<file path="config.mk">
export PLATFORM = sky130hd
export DESIGN_NAME = averaged_load_cell_weight
export DESIGN_NICKNAME = d
export VERILOG_FILES = /design/src/sv/alcw_pkg.sv /design/src/sv/alcw_serial_mul.sv /design/src/sv/alcw_serial_div.sv /design/src/sv/averaged_load_cell_weight.sv
export VERILOG_INCLUDE_DIRS = /design/src /design/src/sv
export SDC_FILE = /design/constraint.sdc
export NUM_CORES = 1
export LEC_CHECK = 0
export BUFFER_PORTS_ARGS = -buffer_cell sky130_fd_sc_hd__buf_2
export CAP_MARGIN = 0
export CELL_PAD_IN_SITES_DETAIL_PLACEMENT = 1
export CELL_PAD_IN_SITES_GLOBAL_PLACEMENT = 1
export CORE_MARGIN = 2
export CORE_UTILIZATION = 45
export CTS_CLUSTER_DIAMETER = 50
export CTS_CLUSTER_SIZE = 16
export DETAILED_ROUTE_END_ITERATION = 6
export PLACE_DENSITY_LB_ADDON = 0.3
export SLEW_MARGIN = 10
export SYNTH_ARGS = -nofsm -noshare
export SYNTH_HDL_FRONTEND = slang
export SYNTH_HIERARCHICAL = 1
export SYNTH_SLANG_ARGS = --single-unit
</file>
<file path="constraint.sdc">
create_clock -name clock -period 5.2 [get_ports clock]
set_input_delay 0.26 -clock clock [delete_from_list [all_inputs] [get_ports clock]]
set_output_delay 0.26 -clock clock [all_outputs]
set_load 0.1 [all_outputs]
</file>
<file path="src/sv/averaged_load_cell_weight_defines.svh">
// Assertion macros shared by the averaged load cell weight RTL.
`ifndef AVERAGED_LOAD_CELL_WEIGHT_DEFINES_SVH
`define AVERAGED_LOAD_CELL_WEIGHT_DEFINES_SVH

// Same-cycle implication, disabled during reset.
`define ALCW_ASSERT_IMP(lbl, clk, rst, ante, cons, msg) \
   lbl: assert property (@(posedge clk) disable iff (rst) (ante) |-> (cons)) \
      else $error(msg);

// Next-cycle implication, disabled during reset.
`define ALCW_ASSERT_NEXT(lbl, clk, rst, ante, cons, msg) \
   lbl: assert property (@(posedge clk) disable iff (rst) (ante) |=> (cons)) \
      else $error(msg);

`endif

</file>
<file path="src/sv/alcw_pkg.sv">
// Shared constants, register codes and types of the averaged load cell weight block.
package alcw_pkg;

   // Sample and accumulator widths.
   localparam int SAMPLE_BITS = 12;
   localparam int COUNT_BITS  = 10;
   localparam int SUM_BITS    = SAMPLE_BITS + COUNT_BITS;
   localparam int FULL_SCALE  = (1 << SAMPLE_BITS) - 1;

   // Field widths of registers and results.
   localparam int MEAN_BITS   = 12;
   localparam int REF_BITS    = 23;
   localparam int OFFSET_BITS = 24;
   localparam int SLOPE_BITS  = 20;
   localparam int GRAMS_BITS  = 21;
   localparam int UV_BITS     = 23;

   localparam int DEFAULT_REF_UV = 3300000;
   localparam int GRAMS_SCALE    = 1000;
   localparam int SCALE_BITS     = 10;

   // Difference of microvolts and offset, signed.
   localparam int DIFF_W = OFFSET_BITS + 1;

   // Serial multiplier: A is shifted out one bit per cycle.
   localparam int MUL_A_W = (SAMPLE_BITS > SCALE_BITS) ? SAMPLE_BITS : SCALE_BITS;
   localparam int MUL_B_W = DIFF_W;
   localparam int PROD_W  = (SAMPLE_BITS + REF_BITS > DIFF_W + SCALE_BITS) ?
                            (SAMPLE_BITS + REF_BITS) : (DIFF_W + SCALE_BITS);
   localparam int MUL_STEP_W = $clog2(MUL_A_W + 1);

   // Serial divider: one quotient bit per cycle.
   localparam int DIV_W      = PROD_W;
   localparam int DVS_W      = REF_BITS;
   localparam int DIV_STEP_W = $clog2(DIV_W + 1);

   // Signed quotient of the weight division.
   localparam int GQ_W = DIV_W + 1;

   // Configuration port.
   localparam int CSR_INDEX_W = 3;
   localparam int CSR_DATA_W  = 24;

   localparam logic [CSR_INDEX_W-1:0] REG_SAMPLES_PER_RESULT = 3'd0;
   localparam logic [CSR_INDEX_W-1:0] REG_REFERENCE_UV       = 3'd1;
   localparam logic [CSR_INDEX_W-1:0] REG_OFFSET_UV          = 3'd2;
   localparam logic [CSR_INDEX_W-1:0] REG_SLOPE              = 3'd3;
   localparam logic [CSR_INDEX_W-1:0] REG_MIN_GRAMS          = 3'd4;
   localparam logic [CSR_INDEX_W-1:0] REG_MAX_GRAMS          = 3'd5;

   // Result status codes.
   localparam logic STATUS_OK         = 1'b0;
   localparam logic STATUS_READ_ERROR = 1'b1;

   // Status of a serial arithmetic unit.
   typedef struct packed {
      logic busy;
      logic done;
   } unit_status_type;

endpackage

</file>
<file path="src/sv/alcw_serial_mul.sv">
// Shift-and-add multiplier that consumes one multiplier bit per cycle.
module alcw_serial_mul (
   input  logic                            clock,
   input  logic                            reset,
   input  logic                            start,
   input  logic [alcw_pkg::MUL_A_W-1:0]    op_a,
   input  logic [alcw_pkg::MUL_B_W-1:0]    op_b,
   output alcw_pkg::unit_status_type       status,
   output logic [alcw_pkg::PROD_W-1:0]     product
);

   logic                              busy_ff, busy_in;
   logic                              done_ff, done_in;
   logic [alcw_pkg::MUL_STEP_W-1:0]   step_ff, step_in;
   logic [alcw_pkg::MUL_A_W-1:0]      a_ff, a_in;
   logic [alcw_pkg::PROD_W-1:0]       b_ff, b_in;
   logic [alcw_pkg::PROD_W-1:0]       acc_ff, acc_in;

   // Sequencing: load on start, then one bit of A per cycle.
   always_comb begin
      busy_in = busy_ff;
      done_in = 1'b0;
      step_in = step_ff;
      a_in    = a_ff;
      b_in    = b_ff;
      acc_in  = acc_ff;
      if (start) begin
         busy_in = 1'b1;
         step_in = '0;
         a_in    = op_a;
         b_in    = alcw_pkg::PROD_W'(op_b);
         acc_in  = '0;
      end else if (busy_ff) begin
         if (a_ff[0]) begin
            acc_in = acc_ff + b_ff;
         end
         a_in    = a_ff >> 1;
         b_in    = b_ff << 1;
         step_in = step_ff + 1'b1;
         if (step_ff == alcw_pkg::MUL_STEP_W'(alcw_pkg::MUL_A_W - 1)) begin
            busy_in = 1'b0;
            done_in = 1'b1;
         end
      end
   end

   // Control registers.
   always_ff @(posedge clock) begin
      if (reset) begin
         busy_ff <= 1'b0;
         done_ff <= 1'b0;
      end else begin
         busy_ff <= busy_in;
         done_ff <= done_in;
      end
   end

   // Operand and accumulator shift registers.
   always_ff @(posedge clock) begin
      step_ff <= step_in;
      a_ff    <= a_in;
      b_ff    <= b_in;
      acc_ff  <= acc_in;
   end

   assign status.busy = busy_ff;
   assign status.done = done_ff;
   assign product     = acc_ff;

endmodule

</file>
<file path="src/sv/alcw_serial_div.sv">
// Restoring divider that produces one quotient bit per cycle, shared by all divisions.
module alcw_serial_div (
   input  logic                          clock,
   input  logic                          reset,
   input  logic                          start,
   input  logic [alcw_pkg::DIV_W-1:0]    dividend,
   input  logic [alcw_pkg::DVS_W-1:0]    divisor,
   output alcw_pkg::unit_status_type     status,
   output logic [alcw_pkg::DIV_W-1:0]    quotient
);

   logic                              busy_ff, busy_in;
   logic                              done_ff, done_in;
   logic [alcw_pkg::DIV_STEP_W-1:0]   step_ff, step_in;
   logic [alcw_pkg::DIV_W-1:0]        quot_ff, quot_in;
   logic [alcw_pkg::DVS_W-1:0]        rem_ff, rem_in;
   logic [alcw_pkg::DVS_W-1:0]        dvs_ff, dvs_in;
   logic [alcw_pkg::DVS_W:0]          trial;
   logic                              qbit;

   // One restoring step: bring down the next dividend bit and try the divisor.
   always_comb begin
      trial   = {rem_ff, quot_ff[alcw_pkg::DIV_W-1]};
      qbit    = (trial >= {1'b0, dvs_ff});
      busy_in = busy_ff;
      done_in = 1'b0;
      step_in = step_ff;
      quot_in = quot_ff;
      rem_in  = rem_ff;
      dvs_in  = dvs_ff;
      if (start) begin
         busy_in = 1'b1;
         step_in = '0;
         quot_in = dividend;
         rem_in  = '0;
         dvs_in  = divisor;
      end else if (busy_ff) begin
         if (qbit) begin
            rem_in = alcw_pkg::DVS_W'(trial - {1'b0, dvs_ff});
         end else begin
            rem_in = trial[alcw_pkg::DVS_W-1:0];
         end
         quot_in = {quot_ff[alcw_pkg::DIV_W-2:0], qbit};
         step_in = step_ff + 1'b1;
         if (step_ff == alcw_pkg::DIV_STEP_W'(alcw_pkg::DIV_W - 1)) begin
            busy_in = 1'b0;
            done_in = 1'b1;
         end
      end
   end

   // Control registers.
   always_ff @(posedge clock) begin
      if (reset) begin
         busy_ff <= 1'b0;
         done_ff <= 1'b0;
      end else begin
         busy_ff <= busy_in;
         done_ff <= done_in;
      end
   end

   // Quotient and remainder shift registers.
   always_ff @(posedge clock) begin
      step_ff <= step_in;
      quot_ff <= quot_in;
      rem_ff  <= rem_in;
      dvs_ff  <= dvs_in;
   end

   assign status.busy = busy_ff;
   assign status.done = done_ff;
   assign quotient    = quot_ff;

endmodule

</file>
<file path="src/sv/averaged_load_cell_weight.sv">
// Top level: sample accumulation, calibration sequencer, registers and result register.
//
// Input channel req_*: one converter sample with a read error flag per transfer.
// Samples are summed until samples_per_result of them (0 counts as 1) have been
// taken; a sample that does not end the batch leaves the sequencer idle, and the
// next may follow in the very next cycle.
// The sample that ends a batch starts the calibration: mean division, mean times
// reference, division by full scale, offset removal, times 1000, division by
// slope, clamp to min and max. Each division runs on the shared one-bit-per-cycle
// divider and each product on the serial multiplier, and no sample is taken until
// the result is loaded into the output register; a zero slope skips the last
// multiply, divide and clamp and gives a weight of zero.
// A flagged read error passes an all-zero result with status 1 through the finish
// state into the output register and clears the running sum and count.
// Result channel rsp_*: one output register. New samples are taken while a result
// waits; a newly finished result holds in the sequencer until the receiver takes
// the waiting one, and no sample is taken meanwhile.
// Configuration port csr_*: always ready, index 0 to 5, other indexes ignored.
// Reset (synchronous) restores the register defaults and clears sum, count and
// any result in flight.
`include "averaged_load_cell_weight_defines.svh"

module averaged_load_cell_weight (
   input  logic                                   clock,
   input  logic                                   reset,
   input  logic                                   req_valid,
   output logic                                   req_ready,
   input  logic [alcw_pkg::SAMPLE_BITS-1:0]       req_sample,
   input  logic                                   req_read_error,
   output logic                                   rsp_valid,
   input  logic                                   rsp_ready,
   output logic [alcw_pkg::MEAN_BITS-1:0]         rsp_mean_raw,
   output logic [alcw_pkg::UV_BITS-1:0]           rsp_microvolts,
   output logic signed [alcw_pkg::GRAMS_BITS-1:0] rsp_grams,
   output logic                                   rsp_status,
   input  logic                                   csr_valid,
   output logic                                   csr_ready,
   input  logic [alcw_pkg::CSR_INDEX_W-1:0]       csr_index,
   input  logic [alcw_pkg::CSR_DATA_W-1:0]        csr_data
);

   localparam logic [2:0] S_IDLE     = 3'd0;
   localparam logic [2:0] S_DIV_MEAN = 3'd1;
   localparam logic [2:0] S_MUL_UV   = 3'd2;
   localparam logic [2:0] S_DIV_UV   = 3'd3;
   localparam logic [2:0] S_MUL_G    = 3'd4;
   localparam logic [2:0] S_DIV_G    = 3'd5;
   localparam logic [2:0] S_CLAMP    = 3'd6;
   localparam logic [2:0] S_FINISH   = 3'd7;

   // Configuration registers.
   logic [alcw_pkg::COUNT_BITS-1:0]         spr_ff;
   logic [alcw_pkg::REF_BITS-1:0]           ref_ff;
   logic signed [alcw_pkg::OFFSET_BITS-1:0] offset_ff;
   logic [alcw_pkg::SLOPE_BITS-1:0]         slope_ff;
   logic signed [alcw_pkg::GRAMS_BITS-1:0]  min_ff;
   logic signed [alcw_pkg::GRAMS_BITS-1:0]  max_ff;

   // Sequencer and accumulator.
   logic [2:0]                              state_ff, state_in;
   logic [alcw_pkg::SUM_BITS-1:0]           sum_ff, sum_in;
   logic [alcw_pkg::COUNT_BITS-1:0]         count_ff, count_in;

   // Working values of the result being computed.
   logic [alcw_pkg::SAMPLE_BITS-1:0]        mean_ff, mean_in;
   logic [alcw_pkg::UV_BITS-1:0]            uv_ff, uv_in;
   logic                                    neg_ff, neg_in;
   logic signed [alcw_pkg::GQ_W-1:0]        wide_ff, wide_in;
   logic signed [alcw_pkg::GRAMS_BITS-1:0]  grams_ff, grams_in;
   logic                                    status_ff, status_in;

   // Output register.
   logic                                    rsp_valid_ff, rsp_valid_in;
   logic [alcw_pkg::MEAN_BITS-1:0]          rsp_mean_ff;
   logic [alcw_pkg::UV_BITS-1:0]            rsp_uv_ff;
   logic signed [alcw_pkg::GRAMS_BITS-1:0]  rsp_grams_ff;
   logic                                    rsp_status_ff;
   logic                                    rsp_load;

   // Serial unit hookup.
   alcw_pkg::unit_status_type               div_stat, mul_stat;
   logic                                    div_start, mul_start;
   logic [alcw_pkg::DIV_W-1:0]              div_dividend, div_quot;
   logic [alcw_pkg::DVS_W-1:0]              div_divisor;
   logic [alcw_pkg::MUL_A_W-1:0]            mul_a;
   logic [alcw_pkg::MUL_B_W-1:0]            mul_b;
   logic [alcw_pkg::PROD_W-1:0]             mul_prod;

   // Helper values.
   logic                                    req_fire;
   logic [alcw_pkg::SUM_BITS-1:0]           sum_next;
   logic [alcw_pkg::COUNT_BITS:0]           taken, target;
   logic [alcw_pkg::REF_BITS-1:0]           ref_eff;
   logic [alcw_pkg::UV_BITS-1:0]            uv_q;
   logic signed [alcw_pkg::DIFF_W-1:0]      diff;
   logic [alcw_pkg::DIFF_W-1:0]             diff_mag;
   logic signed [alcw_pkg::GQ_W-1:0]        quot_pos, min_ext, max_ext, low_clamped;

   assign req_ready = (state_ff == S_IDLE);
   assign req_fire  = req_valid && req_ready;
   assign csr_ready = 1'b1;

   // Batch bookkeeping for the sample at the port.
   assign sum_next = sum_ff + alcw_pkg::SUM_BITS'(req_sample);
   assign taken    = {1'b0, count_ff} + 1'b1;
   assign target   = (spr_ff == '0) ? (alcw_pkg::COUNT_BITS + 1)'(1) : {1'b0, spr_ff};
   assign ref_eff  = (ref_ff == '0) ? alcw_pkg::REF_BITS'(alcw_pkg::DEFAULT_REF_UV) : ref_ff;

   // Offset removal and sign split ahead of the weight multiply.
   assign uv_q     = div_quot[alcw_pkg::UV_BITS-1:0];
   assign diff     = $signed({{(alcw_pkg::DIFF_W - alcw_pkg::UV_BITS){1'b0}}, uv_q})
                     - $signed({offset_ff[alcw_pkg::OFFSET_BITS-1], offset_ff});
   assign diff_mag = diff[alcw_pkg::DIFF_W-1] ? alcw_pkg::DIFF_W'(-diff) : diff;

   // Signed weight and its clamps.
   assign quot_pos    = $signed({1'b0, div_quot});
   assign min_ext     = alcw_pkg::GQ_W'(min_ff);
   assign max_ext     = alcw_pkg::GQ_W'(max_ff);
   assign low_clamped = (wide_ff < min_ext) ? min_ext : wide_ff;

   assign rsp_load = (state_ff == S_FINISH) && (!rsp_valid_ff || rsp_ready);

   // Sequencer: accumulate, then step through the serial units.
   always_comb begin
      state_in     = state_ff;
      sum_in       = sum_ff;
      count_in     = count_ff;
      mean_in      = mean_ff;
      uv_in        = uv_ff;
      neg_in       = neg_ff;
      wide_in      = wide_ff;
      grams_in     = grams_ff;
      status_in    = status_ff;
      div_start    = 1'b0;
      div_dividend = alcw_pkg::DIV_W'(sum_next);
      div_divisor  = alcw_pkg::DVS_W'(taken);
      mul_start    = 1'b0;
      mul_a        = alcw_pkg::MUL_A_W'(mean_ff);
      mul_b        = alcw_pkg::MUL_B_W'(ref_eff);
      unique case (state_ff)
         S_IDLE: begin
            if (req_fire) begin
               if (req_read_error) begin
                  sum_in    = '0;
                  count_in  = '0;
                  mean_in   = '0;
                  uv_in     = '0;
                  grams_in  = '0;
                  status_in = alcw_pkg::STATUS_READ_ERROR;
                  state_in  = S_FINISH;
               end else if (taken < target) begin
                  sum_in   = sum_next;
                  count_in = taken[alcw_pkg::COUNT_BITS-1:0];
               end else begin
                  sum_in    = '0;
                  count_in  = '0;
                  status_in = alcw_pkg::STATUS_OK;
                  div_start = 1'b1;
                  state_in  = S_DIV_MEAN;
               end
            end
         end
         S_DIV_MEAN: begin
            if (div_stat.done) begin
               if (div_quot > alcw_pkg::DIV_W'(alcw_pkg::FULL_SCALE)) begin
                  mean_in = alcw_pkg::SAMPLE_BITS'(alcw_pkg::FULL_SCALE);
               end else begin
                  mean_in = div_quot[alcw_pkg::SAMPLE_BITS-1:0];
               end
               // The multiplier takes the fresh mean at its start.
               mul_a     = alcw_pkg::MUL_A_W'(mean_in);
               mul_start = 1'b1;
               state_in  = S_MUL_UV;
            end
         end
         S_MUL_UV: begin
            div_dividend = mul_prod;
            div_divisor  = alcw_pkg::DVS_W'(alcw_pkg::FULL_SCALE);
            if (mul_stat.done) begin
               div_start = 1'b1;
               state_in  = S_DIV_UV;
            end
         end
         S_DIV_UV: begin
            mul_a = alcw_pkg::MUL_A_W'(alcw_pkg::GRAMS_SCALE);
            mul_b = alcw_pkg::MUL_B_W'(diff_mag);
            if (div_stat.done) begin
               uv_in  = uv_q;
               neg_in = diff[alcw_pkg::DIFF_W-1];
               if (slope_ff == '0) begin
                  grams_in = '0;
                  state_in = S_FINISH;
               end else begin
                  mul_start = 1'b1;
                  state_in  = S_MUL_G;
               end
            end
         end
         S_MUL_G: begin
            div_dividend = mul_prod;
            div_divisor  = alcw_pkg::DVS_W'(slope_ff);
            if (mul_stat.done) begin
               div_start = 1'b1;
               state_in  = S_DIV_G;
            end
         end
         S_DIV_G: begin
            if (div_stat.done) begin
               wide_in  = neg_ff ? -quot_pos : quot_pos;
               state_in = S_CLAMP;
            end
         end
         S_CLAMP: begin
            if (low_clamped > max_ext) begin
               grams_in = max_ff;
            end else begin
               grams_in = low_clamped[alcw_pkg::GRAMS_BITS-1:0];
            end
            state_in = S_FINISH;
         end
         S_FINISH: begin
            if (rsp_load) begin
               state_in = S_IDLE;
            end
         end
      endcase
   end

   // Output register handshake.
   always_comb begin
      rsp_valid_in = rsp_valid_ff;
      if (rsp_load) begin
         rsp_valid_in = 1'b1;
      end else if (rsp_ready) begin
         rsp_valid_in = 1'b0;
      end
   end

   // Control state.
   always_ff @(posedge clock) begin
      if (reset) begin
         state_ff     <= S_IDLE;
         sum_ff       <= '0;
         count_ff     <= '0;
         rsp_valid_ff <= 1'b0;
      end else begin
         state_ff     <= state_in;
         sum_ff       <= sum_in;
         count_ff     <= count_in;
         rsp_valid_ff <= rsp_valid_in;
      end
   end

   // Working values and the result payload.
   always_ff @(posedge clock) begin
      mean_ff   <= mean_in;
      uv_ff     <= uv_in;
      neg_ff    <= neg_in;
      wide_ff   <= wide_in;
      grams_ff  <= grams_in;
      status_ff <= status_in;
      if (rsp_load) begin
         rsp_mean_ff   <= alcw_pkg::MEAN_BITS'(mean_ff);
         rsp_uv_ff     <= uv_ff;
         rsp_grams_ff  <= grams_ff;
         rsp_status_ff <= status_ff;
      end
   end

   // Configuration registers, written on a csr transfer.
   always_ff @(posedge clock) begin
      if (reset) begin
         spr_ff    <= alcw_pkg::COUNT_BITS'(10);
         ref_ff    <= alcw_pkg::REF_BITS'(alcw_pkg::DEFAULT_REF_UV);
         offset_ff <= alcw_pkg::OFFSET_BITS'(74900);
         slope_ff  <= alcw_pkg::SLOPE_BITS'(400);
         min_ff    <= '0;
         max_ff    <= alcw_pkg::GRAMS_BITS'(6000);
      end else if (csr_valid && csr_ready) begin
         unique case (csr_index)
            alcw_pkg::REG_SAMPLES_PER_RESULT:
               spr_ff <= csr_data[alcw_pkg::COUNT_BITS-1:0];
            alcw_pkg::REG_REFERENCE_UV:
               ref_ff <= csr_data[alcw_pkg::REF_BITS-1:0];
            alcw_pkg::REG_OFFSET_UV:
               offset_ff <= $signed(csr_data[alcw_pkg::OFFSET_BITS-1:0]);
            alcw_pkg::REG_SLOPE:
               slope_ff <= csr_data[alcw_pkg::SLOPE_BITS-1:0];
            alcw_pkg::REG_MIN_GRAMS:
               min_ff <= $signed(csr_data[alcw_pkg::GRAMS_BITS-1:0]);
            alcw_pkg::REG_MAX_GRAMS:
               max_ff <= $signed(csr_data[alcw_pkg::GRAMS_BITS-1:0]);
            default: begin
            end
         endcase
      end
   end

   // Shared serial divider.
   alcw_serial_div u_div (
      .clock    (clock),
      .reset    (reset),
      .start    (div_start),
      .dividend (div_dividend),
      .divisor  (div_divisor),
      .status   (div_stat),
      .quotient (div_quot)
   );

   // Serial multiplier.
   alcw_serial_mul u_mul (
      .clock   (clock),
      .reset   (reset),
      .start   (mul_start),
      .op_a    (mul_a),
      .op_b    (mul_b),
      .status  (mul_stat),
      .product (mul_prod)
   );

   assign rsp_valid      = rsp_valid_ff;
   assign rsp_mean_raw   = rsp_mean_ff;
   assign rsp_microvolts = rsp_uv_ff;
   assign rsp_grams      = rsp_grams_ff;
   assign rsp_status     = rsp_status_ff;

   // The running sum and count are only touched while the sequencer is idle.
   `ALCW_ASSERT_IMP(a_batch_cleared, clock, reset, state_ff != S_IDLE,
                    (sum_ff == '0) && (count_ff == '0), "batch state not cleared")
   // An error result carries no reading.
   `ALCW_ASSERT_IMP(a_error_zero, clock, reset,
                    rsp_valid_ff && (rsp_status_ff == alcw_pkg::STATUS_READ_ERROR),
                    (rsp_mean_ff == '0) && (rsp_uv_ff == '0) && (rsp_grams_ff == '0),
                    "error result with nonzero fields")
   // The divider and multiplier never run at the same time.
   `ALCW_ASSERT_IMP(a_units_exclusive, clock, reset, div_stat.busy, !mul_stat.busy,
                    "divider and multiplier both busy")
   // A finished result reaches an empty output register in the next cycle.
   `ALCW_ASSERT_NEXT(a_finish_loads, clock, reset,
                     (state_ff == S_FINISH) && !rsp_valid_ff,
                     rsp_valid_ff && (state_ff == S_IDLE), "finished result not loaded")

endmodule
</file>
==> summary.md, run 1 <==
| Metric | Value |
|---|---|
| Status | `finished with violations` |
| Failing checks | `negative setup slack` |
| Hold WS | `23.81 ps` |
| Initial core utilization | `45.65%` |
| Relative slew slack | `23.19%` |
| Max cap viols | `0` |
| First-pass GRT wire length | `143100 um` |
| R2R cell count | `23` |
| Drt total wl | `93650 um` |
| Die W | `254.4 um` |
| Port Buffers | `103` |
| Critical R2R Capture | `grams_ff[12]` |
| Initial antenna violation count | `0` |
| Final setup vio count | `1` |
| Worst Path Max Fanout | `9` |
| Worst EP required | `5550 ps` |
| H-Tree Depth | `3` |
| Crit Path Category | `flop to flop` |
| Gate power share | `19.3%` |
| Die Y | `254.4 um` |
| Static leakage | `12.68 nW` |
| Post-route DRC | `0` |
| Die area | `64730 um2` |
| Final Non-Filler Cells | `4040` |
| Slew @ Worst Pin | `1152 ps` |
| Drt via density | `5.944` |
| Maximum clock frequency | `192.1 MHz` |
| Core ar. | `61830 um2` |
| Pwr dens | `355.1 nW/um2` |
| Ports | `105` |
| Commonest cells after routing, fill and taps aside | `nand2_1 (413), a21oi_1 (295), edfxtp_1 (246)` |
| Data arrival, critical path | `5560 ps` |
| Longest Clk Path Bufs | `3` |
| Clock skew | `29.38 ps` |
| Dpl hpwl | `67700 um` |
| Yosys warnings | `6` |
| Number of diodes | `0` |
| Worst VDD drop | `0.2253 mV` |
| TritonCTS Sinks | `483` |
| Unrepaired setup endpoints after global routing | `yes` |
| Internal | `7.902 mW` |
| Flop pwr share | `39.1%` |
| Fin crit share | `100.1%` |
| Worst R2R Setup Slack | `-5 ps` |
| Syn-to-layout area delta | `15.79%` |
| Routed Antenna Nets | `0` |
| Final worst slack | `-5.417 ps` |
| Gate Count Post-Synth | `3014` |
| Total GRT Usage | `28.44%` |
| Vias in the first global route | `24740` |
| Clk_lat worst skew | `620 ps` |
| Placed cells | `3892` |
| Syn Area/Cell | `9.364 um2` |
| Global route overflow | `0` |
| CTS tree | `done` |
| Worst setup startpoint | `wide_ff[1]` |
| Area post-placement | `29820 um2` |
| Layout cells sized above 1 | `16.77%` |
| Switching Share | `31.91%` |
| Setup crit end kind | `flop` |
| Drt pass-1 iters | `5` |
| Synthesized area | `28220 um2` |
| Register area | `12130 um2` |
| Nets | `3377` |
| # fillers | `7027` |
| Sw Pwr | `3.703 mW` |
| Clock power frac | `41.6%` |
| CP Launch Type | `flop` |
| WL/cell | `23.18 um` |
| Number of cell rows | `91` |
| Fin. Hold Viols | `0` |
| Root Buffer | `clkbuf_16` |
| CP Capture Point | `grams_ff[12]` |
| Beginning of the worst hold path | `csr_data[3]` |
| Most common cell after layout, fill and taps aside | `nand2_1` |
| Max Slew Vio Count | `0` |
| Iteration-0 DRC Markers | `1849` |
| HP Class | `primary input to flop` |
| Num CTS Buffers | `67` |
| Worst reg2reg path startpoint | `wide_ff[1]` |
| Crit path time final | `5205 ps` |
| Area of the multi-input gates | `15080 um2` |
| Clock slew at reported path FFs | `70 ps` |
| Post-route cell area | `32680 um2` |
| Via Count | `24010` |
| Placer Congestion | `0.9034` |
| Largest net degree at the start of global routing | `74` |
==> per-layer routing <==
metal,track usage (%),up-vias,wire (um)
met5,0,-,0
met4,10.66,0,3237
met3,3.756,165,4712
met2,47.01,662,44450
met1,37.98,12010,41250
li1,-,11170,-
==> state kept, by name, indices dropped and copies added (netlist names), 12 cells and up <==
register        count
u_mul/product      35
uv_ff              23
sum_ff             22
offset_ff          24
rsp_mean_raw       12
max_ff             21
rsp_grams          21
ref_ff             23
min_ff             21
u_div/quotient     35
grams_ff           21
slope_ff           20
wide_ff            36
u_mul/b_ff         35
rsp_microvolts     23
u_mul/a_ff         12
u_div/rem_ff       23
u_div/dvs_ff       23
mean_ff            12
==> worst min-delay path by stage <==
stage / endpoint / slack [ps] / depth (start not counted)
6_report: slope_ff[3] / 20 / 3
5_1_grt: status_ff / 20 / 1
3_5_place_dp: rsp_grams[17] / 410 / 0
4_1_cts: slope_ff[3] / 3 / 3
2_1_floorplan: u_div/busy_ff / 330 / 1
3_3_place_gp: rsp_status / 400 / 0
==> per-stage QoR <==
stage | setup slack (ps) | setup TNS [ps] | utilization (%) | power, mW
2_1_floorplan | 26.00 | 0 | - | 6.073
3_3_place_gp | -319.3 | -6484 | 48.23 | 6.684
3_5_place_dp | -474.7 | -9309 | 48.23 | 6.776
4_1_cts | 9.480 | 0 | 52.24 | 11.62
5_1_grt | -189.4 | -2916 | 52.86 | 12.04
6_report | -5.417 | -5.417 | 52.86 | 11.60
==> cell type report <==
type                       count  area share, %
multi-input combinational   2231          46.14
sequential                   483          37.13
clock buffer                  74          5.402
timing repair buffer         226          4.694
tap                          837          3.205
clock inverter                49          1.803
inverter                     139          1.608
timing repair inverter         1        0.02297
==> power by group through the flow <==
stage	registers [mW]	logic, mW	clock network [mW]
global placement	4.59	2.09	0
detailed placement	4.61	2.17	0
floorplan	4.55	1.53	0
CTS	4.53	2.19	4.90
global route	4.56	2.43	5.05
finish	4.54	2.24	4.83
==> timing repair <==
item                       4_1_cts  5_1_grt
cloned                           0        4
gates resized for setup         10       42
pin swaps                        4        9
hold buffers                     6        0
setup buffers                    2       13
hold endpoints to repair        11        0
setup endpoints to repair       21       21
==> worst max-delay path, cell delays in order (launching register included) <==
cell	delay, ps
edfxtp_1	450
ha_4	240
a21o_1	170
a211o_1	290
a2111oi_4	350
o21ai_2	130
a31oi_4	230
o31ai_4	100
xnor2_4	240
buf_6	140
buf_12	110
buf_6	130
buf_4	110
mux2_2	340
ha_1	280
nand4_1	150
o21ai_1	270
a21oi_2	110
nor3_1	220
o21ai_1	100
buf_4	160
nor2b_2	170
buf_4	200
a22o_1	250
(Power assumes the default switching activity.)
==> run 2: changes to the inputs <==
- CORE_UTILIZATION: 45 -> 48
- clock period: 5.2 -> 6 ns (I/O delays scaled with it)
==> summary.md, run 2 (same netlist as run 1, synthesis figures left out) <==
| Metric | Value |
|---|---|
| Worst Path Max Fanout | `37` |
| Core ar. | `57920 um2` |
| Total GRT Usage | `29.56%` |
| Iteration-0 DRC Markers | `1534` |
| Placed cells | `3759` |
| Maximum clock frequency | `178.1 MHz` |
| Largest register by flop count | `wide_ff` |
| Most common cell after layout, fill and taps aside | `nand2_1` |
| Commonest cells after routing, fill and taps aside | `nand2_1 (413), a21oi_1 (297), edfxtp_1 (246)` |
| Setup crit end kind | `flop` |
| Status | `finished clean` |
| CP top delay family | `compound AO/OA/AOI/OAI gates` |
| Clock slew at reported path FFs | `70 ps` |
| Initial antenna violation count | `1` |
| Global route overflow | `0` |
| First-pass GRT wire length | `139800 um` |
| Die Y | `246.5 um` |
| Longest Clk Path Bufs | `3` |
| Unrepaired setup endpoints after global routing | `no` |
| Placer Congestion | `0.9235` |
| Worst reg2reg path startpoint | `wide_ff[9]` |
| Number of diodes | `0` |
| Post-CTS setup buffers | `0` |
| Post-route DRC | `0` |
| Vias in the first global route | `24280` |
| Final Non-Filler Cells | `3886` |
| Root Buffer | `clkbuf_16` |
| Ports | `105` |
| Die area | `60750 um2` |
| Num CTS Buffers | `66` |
| Crit path time final | `5616 ps` |
| Relative slew slack | `21.44%` |
| Final setup vio count | `0` |
| H-Tree Depth | `3` |
| Pwr dens | `316.1 nW/um2` |
| Final core occ | `54.70%` |
| Data arrival, critical path | `6100 ps` |
| # fillers | `6596` |
| Drt via density | `6.080` |
| Nets | `3295` |
| Max cap viols | `0` |
| Crit path top cell by count | `a21o_1` |
| CP Launch Type | `flop` |
| HP Class | `primary input to flop` |
| Crit Path Category | `flop to flop` |
| WL/cell | `23.28 um` |
| Initial core utilization | `48.73%` |
| Number of flip-flops in the largest register | `36` |
| Number of cell rows | `88` |
| Beginning of the worst hold path | `csr_data[12]` |
| Layout cells sized above 1 | `13.78%` |
| Clk_lat worst skew | `630 ps` |
| Max Slew Vio Count | `0` |
| Die W | `246.5 um` |
| Routed Antenna Nets | `0` |
| Worst VDD drop | `0.2669 mV` |
| WP buf/inv | `2` |
| Drt pass-1 iters | `5` |
| Syn-to-layout area delta | `12.25%` |
| Static leakage | `12.23 nW` |
| Port Buffers | `103` |
| Clock skew | `46.85 ps` |
| Fin crit share | `93.60%` |
| Max stage delay on crit path | `470 ps` |
| Largest net degree at the start of global routing | `96` |
| Fin. Hold Viols | `0` |
| Slowest cell on crit path | `or4_1` |
| Worst setup startpoint | `wide_ff[9]` |
| Via Count | `23630` |
| Post-Route Setup TNS | `0 ps` |
| Worst-path cell chain | `ha_1 -> a21o_1 -> a21o_1 -> a21o_1 -> a2111oi_1 -> o21ai_0 -> a31oi_1 -> o31ai_1 -> xnor2_4 -> buf_12 -> mux2_2 -> ha_1 -> nand4_1 -> or2_2 -> or4_1 -> nor3_1 -> a21oi_1 -> o21ai_0 -> nor2b_1 -> buf_4 -> a22o_1` |
| TritonCTS Sinks | `483` |
| Dpl hpwl | `64610 um` |
| Drt total wl | `90450 um` |
| CTS tree | `done` |
| Worst EP required | `6480 ps` |
| Design Power | `10.01 mW` |
| Slew @ Worst Pin | `1178 ps` |
[run 2: report_power, final]
| group | internal (mW) | leakage, nW | switching (mW) |
|---|---|---|---|
| Combinational | 0.630 | 6.92 | 1.27 |
| Clock | 2.44 | 1.15 | 1.75 |
| Sequential | 3.74 | 4.16 | 0.189 |
[run 2: worst reg2reg max path, stage by stage (launching register included)]
cell	delay [ps]
edfxtp_1	400
ha_1	320
a21o_1	180
a21o_1	170
a21o_1	200
a2111oi_1	440
o21ai_0	200
a31oi_1	240
o31ai_1	180
xnor2_4	200
buf_12	240
mux2_2	400
ha_1	310
nand4_1	120
or2_2	330
or4_1	470
nor3_1	200
a21oi_1	60
o21ai_0	150
nor2b_1	180
buf_4	260
a22o_1	220
[run 2: routing by layer]
| metal | wire [um] | vias up | GRT usage, % |
|---|---|---|---|
| met3 | 4992 | 155 | 3.976 |
| met5 | 0 | - | 0 |
| met4 | 2776 | 0 | 10.65 |
| met1 | 39580 | 11770 | 38.79 |
| met2 | 43100 | 682 | 49.77 |
| li1 | - | 11020 | - |
[run 2: per-stage QoR]
| step | area (um2) | setup WS, ps | hold WS (ps) |
|---|---|---|---|
| 3_5_place_dp | 29260 | 329.2 | 405.2 |
| 4_1_cts | 31670 | 283.6 | 7.058 |
| 5_1_grt | 31680 | 66.80 | 30.54 |
| 6_report | 31680 | 384.2 | 42.24 |
| 2_1_floorplan | 28230 | 75.77 | 372.4 |
| 3_3_place_gp | 29260 | 542.8 | 404.6 |
[run 2: final timing paths]
| path | to | slack (ps) | cells after the start |
|---|---|---|---|
| max | grams_ff[3] | 380 | 21 |
| min | slope_ff[12] | 40 | 3 |
| max reg2reg | grams_ff[3] | 380 | 21 |
| min reg2reg | rsp_microvolts[9] | 420 | 0 |
[run 2: final cells by class]
class	instances	area (um2)	share of cell area, %
Inverter	139	521.8	1.647
Timing Repair Buffer	146	865.8	2.733
Clock buffer	75	1759	5.553
Clock inverter	47	608.1	1.920
Multi-Input combinational cell	2231	14830	46.83
Sequential cell	483	12130	38.30
Tap cell	765	957.2	3.022
[run 2: what timing repair did]
item	in CTS	in global routing
hold buffers	5	0
resized for setup	0	2
endpoints found under the setup margin	0	21
endpoints found under the hold margin	9	0
==> run 3: changes to the inputs <==
- CORE_MARGIN: 2 -> 3
- SYNTH_HIERARCHICAL: 1 -> not set
- clock period: 6 -> 5.9 ns (I/O delays scaled with it)
==> summary.md, run 3 <==
| Metric | Value |
|---|---|
| Num CTS Buffers | `56` |
| Yosys warnings | `0` |
| Switching Share | `32.79%` |
| Crit Path Category | `flop to flop` |
| Largest register by flop count | `wide_ff` |
| Ports | `105` |
| Final core occ | `55.12%` |
| Syn-to-layout area delta | `12.58%` |
| Worst-path cell chain | `inv_1 -> ha_1 -> a21o_1 -> a21o_1 -> a21o_1 -> a21o_1 -> a21o_1 -> a21oi_1 -> nor2_1 -> a211oi_4 -> buf_12 -> mux2_2 -> ha_1 -> nor2b_1 -> o21ai_0 -> nand2b_1 -> a21oi_1 -> o21ai_0 -> a221oi_1 -> o21ai_0 -> a31oi_1 -> and2_1 -> buf_4 -> a22o_1` |
| Fin crit share | `91.82%` |
| Post-Route Setup TNS | `0 ps` |
| Commonest cells after routing, fill and taps aside | `nand2_1 (460), a21oi_1 (263), edfxtp_1 (243)` |
| Sw Pwr | `3.185 mW` |
| Pre-CTS setup slack | `255.5 ps` |
| Most common cell after layout, fill and taps aside | `nand2_1` |
| Post-synth top area share | `27.42%` |
| Met3 WL | `4656 um` |
| Die area | `58300 um2` |
| Slew @ Worst Pin | `1200 ps` |
| Synth area leader | `edfxtp_1` |
| Number of flops mapped to enable cells by yosys | `243` |
| Drt via density | `6.023` |
| Root Buffer | `clkbuf_16` |
| Syn Area/Cell | `9.220 um2` |
| Max stage delay on crit path | `390 ps` |
| Crit path top cell by count | `a21o_1` |
| Largest net degree at the start of global routing | `90` |
| Max cap viols | `0` |
| Worst EP required | `6390 ps` |
| Placer Congestion | `0.9235` |
| Initial antenna violation count | `1` |
| Initial core utilization | `48.96%` |
| Data arrival, critical path | `5910 ps` |
| Synthesized area | `26610 um2` |
| CP Launch Type | `flop` |
| Core ar. | `54350 um2` |
| Die W | `241.5 um` |
| Status | `finished clean` |
| Clk_lat worst skew | `630 ps` |
| Layout cells sized above 1 | `10.49%` |
| Post-route DRC | `0` |
| Seq/Total Area, Yosys | `45.25%` |
| CTS tree | `done` |
| H-Tree Depth | `2` |
| Crit path time final | `5417 ps` |
| Iteration-0 DRC Markers | `1680` |
| Drt total wl | `87610 um` |
| Setup crit end kind | `flop` |
| Synth Register Bits | `480` |
| Max Used Layer | `met4` |
| Nets | `3180` |
| Clock skew | `28.69 ps` |
| Drt pass-1 iters | `5` |
| Worst Path Max Fanout | `19` |
| Slowest cell on crit path | `a221oi_1` |
| Fin. Hold Viols | `0` |
| Top-count cell post-synth | `nand2_1` |
| Static leakage | `11.96 nW` |
| Longest Clk Path Bufs | `3` |
| Total GRT Usage | `29.91%` |
| HP Class | `primary input to flop` |
| Pwr dens | `324.3 nW/um2` |
| Unrepaired setup endpoints after global routing | `no` |
| Port Buffers | `103` |
| Maximum clock frequency | `184.6 MHz` |
| Syn nets | `3111` |
| Final setup vio count | `0` |
| Clock slew at reported path FFs | `70 ps` |
| Relative slew slack | `19.64%` |
| Flop pwr share | `41.9%` |
| Worst VDD drop | `0.2267 mV` |
| DR WL met2 | `41450 um` |
| Synth unique cells | `80` |
| Total routed wire length on the met1 layer | `37080 um` |
| Synth top area cells | `edfxtp_1 (27%), dfxtp_1 (18%), ha_1 (8.3%), nand2_1 (6.5%), a21oi_1 (5.0%)` |
| Design Power | `9.714 mW` |
| Routed Antenna Nets | `0` |
| Dpl hpwl | `63270 um` |
| Internal | `6.529 mW` |
| Top_reg_cell synth | `edfxtp_1` |
| Via Count | `22540` |
| Hold WS | `35.11 ps` |
| Synth top cells by count | `nand2_1 (461), a21oi_1 (264), edfxtp_1 (243)` |
| Die Y | `241.5 um` |
| Final worst slack | `482.8 ps` |
| Vias in the first global route | `23280` |
| TritonCTS Sinks | `480` |
| Number of cell rows | `85` |
| WL/cell | `23.41 um` |
| Gate Count Post-Synth | `2886` |
| Clock power frac | `38.1%` |
| Max Slew Vio Count | `0` |
| Gate power share | `20.0%` |
| First-pass GRT wire length | `134900 um` |
| Number of flip-flops in the largest register | `36` |
| Global route overflow | `0` |
| Async S/R FF share, synth | `0%` |
[run 3: power groups by stage]
stage | combinational (mW) | clock (mW) | sequential (mW)
floorplan | 1.29 | 0 | 4.11
global route | 2.12 | 3.89 | 4.09
detailed placement | 1.91 | 0 | 4.14
finish | 1.94 | 3.71 | 4.07
global placement | 1.85 | 0 | 4.12
CTS | 1.94 | 3.75 | 4.06
[run 3: per-stage QoR]
stage | std cells | instance area [um2]
CTS | 3740 | 29930
finish | 3742 | 29960
global placement | 3630 | 27880
detailed placement | 3630 | 27880
floorplan | 2886 | 26610
global route | 3742 | 29960
[run 3: what timing repair did]
action                                  4_1_cts  5_1_grt
setup buffers                                 0        1
hold buffers                                  5        0
endpoints found under the hold margin        10        0
resized for setup                             0        1
endpoints found under the setup margin        0       20
[run 3: critical path, delay by kind of cell (launching register included)]
| kind | cells | cell delay, ps |
|---|---|---|
| compound gates | 14 | 2740 |
| fa+ha+maj | 2 | 680 |
| buf+inv | 3 | 590 |
| simple gates | 4 | 520 |
| flops | 1 | 380 |
| mux | 1 | 350 |
[run 3: routing by layer]
metal | vias up | track usage [%]
met5 | - | 0
met4 | 0 | 13.74
met3 | 207 | 3.245
met2 | 687 | 50.52
met1 | 11170 | 38.80
li1 | 10470 | -
[run 3: final cells by class]
class,count,area (um2)
inverters,155,581.8
fillers,6177,24390
clock inverters,45,558.0
multi-input cells,2109,13490
repair buffers,153,918.4
clock buffers,60,1441
diodes,1,2.502
flip-flops and latches,480,12040
well taps,739,924.6
[run 3: logic make-up (layout without fill, tap and decap cells)]
group,count (synthesis),after routing,share of synthesized area [%]
buffers and inverters,297,413,4.255
adder cells (fa/ha/maj),180,180,8.577
flip-flops,480,480,45.25
other,1,2,0.01409
XOR/XNOR,149,149,4.904
AO/OA/AOI/OAI,714,714,16.84
AND/OR/NAND/NOR,1000,1000,17.56
multiplexers,65,65,2.600
[run 3: path summary, 6_finish.rpt]
check,start,end,slack [ps],cells after the start
setup / recovery,min_ff[20],grams_ff[10],480,24
hold / removal,csr_data[20],offset_ff[20],40,3
setup reg to reg,min_ff[20],grams_ff[10],480,24
hold reg to reg,uv_ff[0],rsp_microvolts[0],410,0
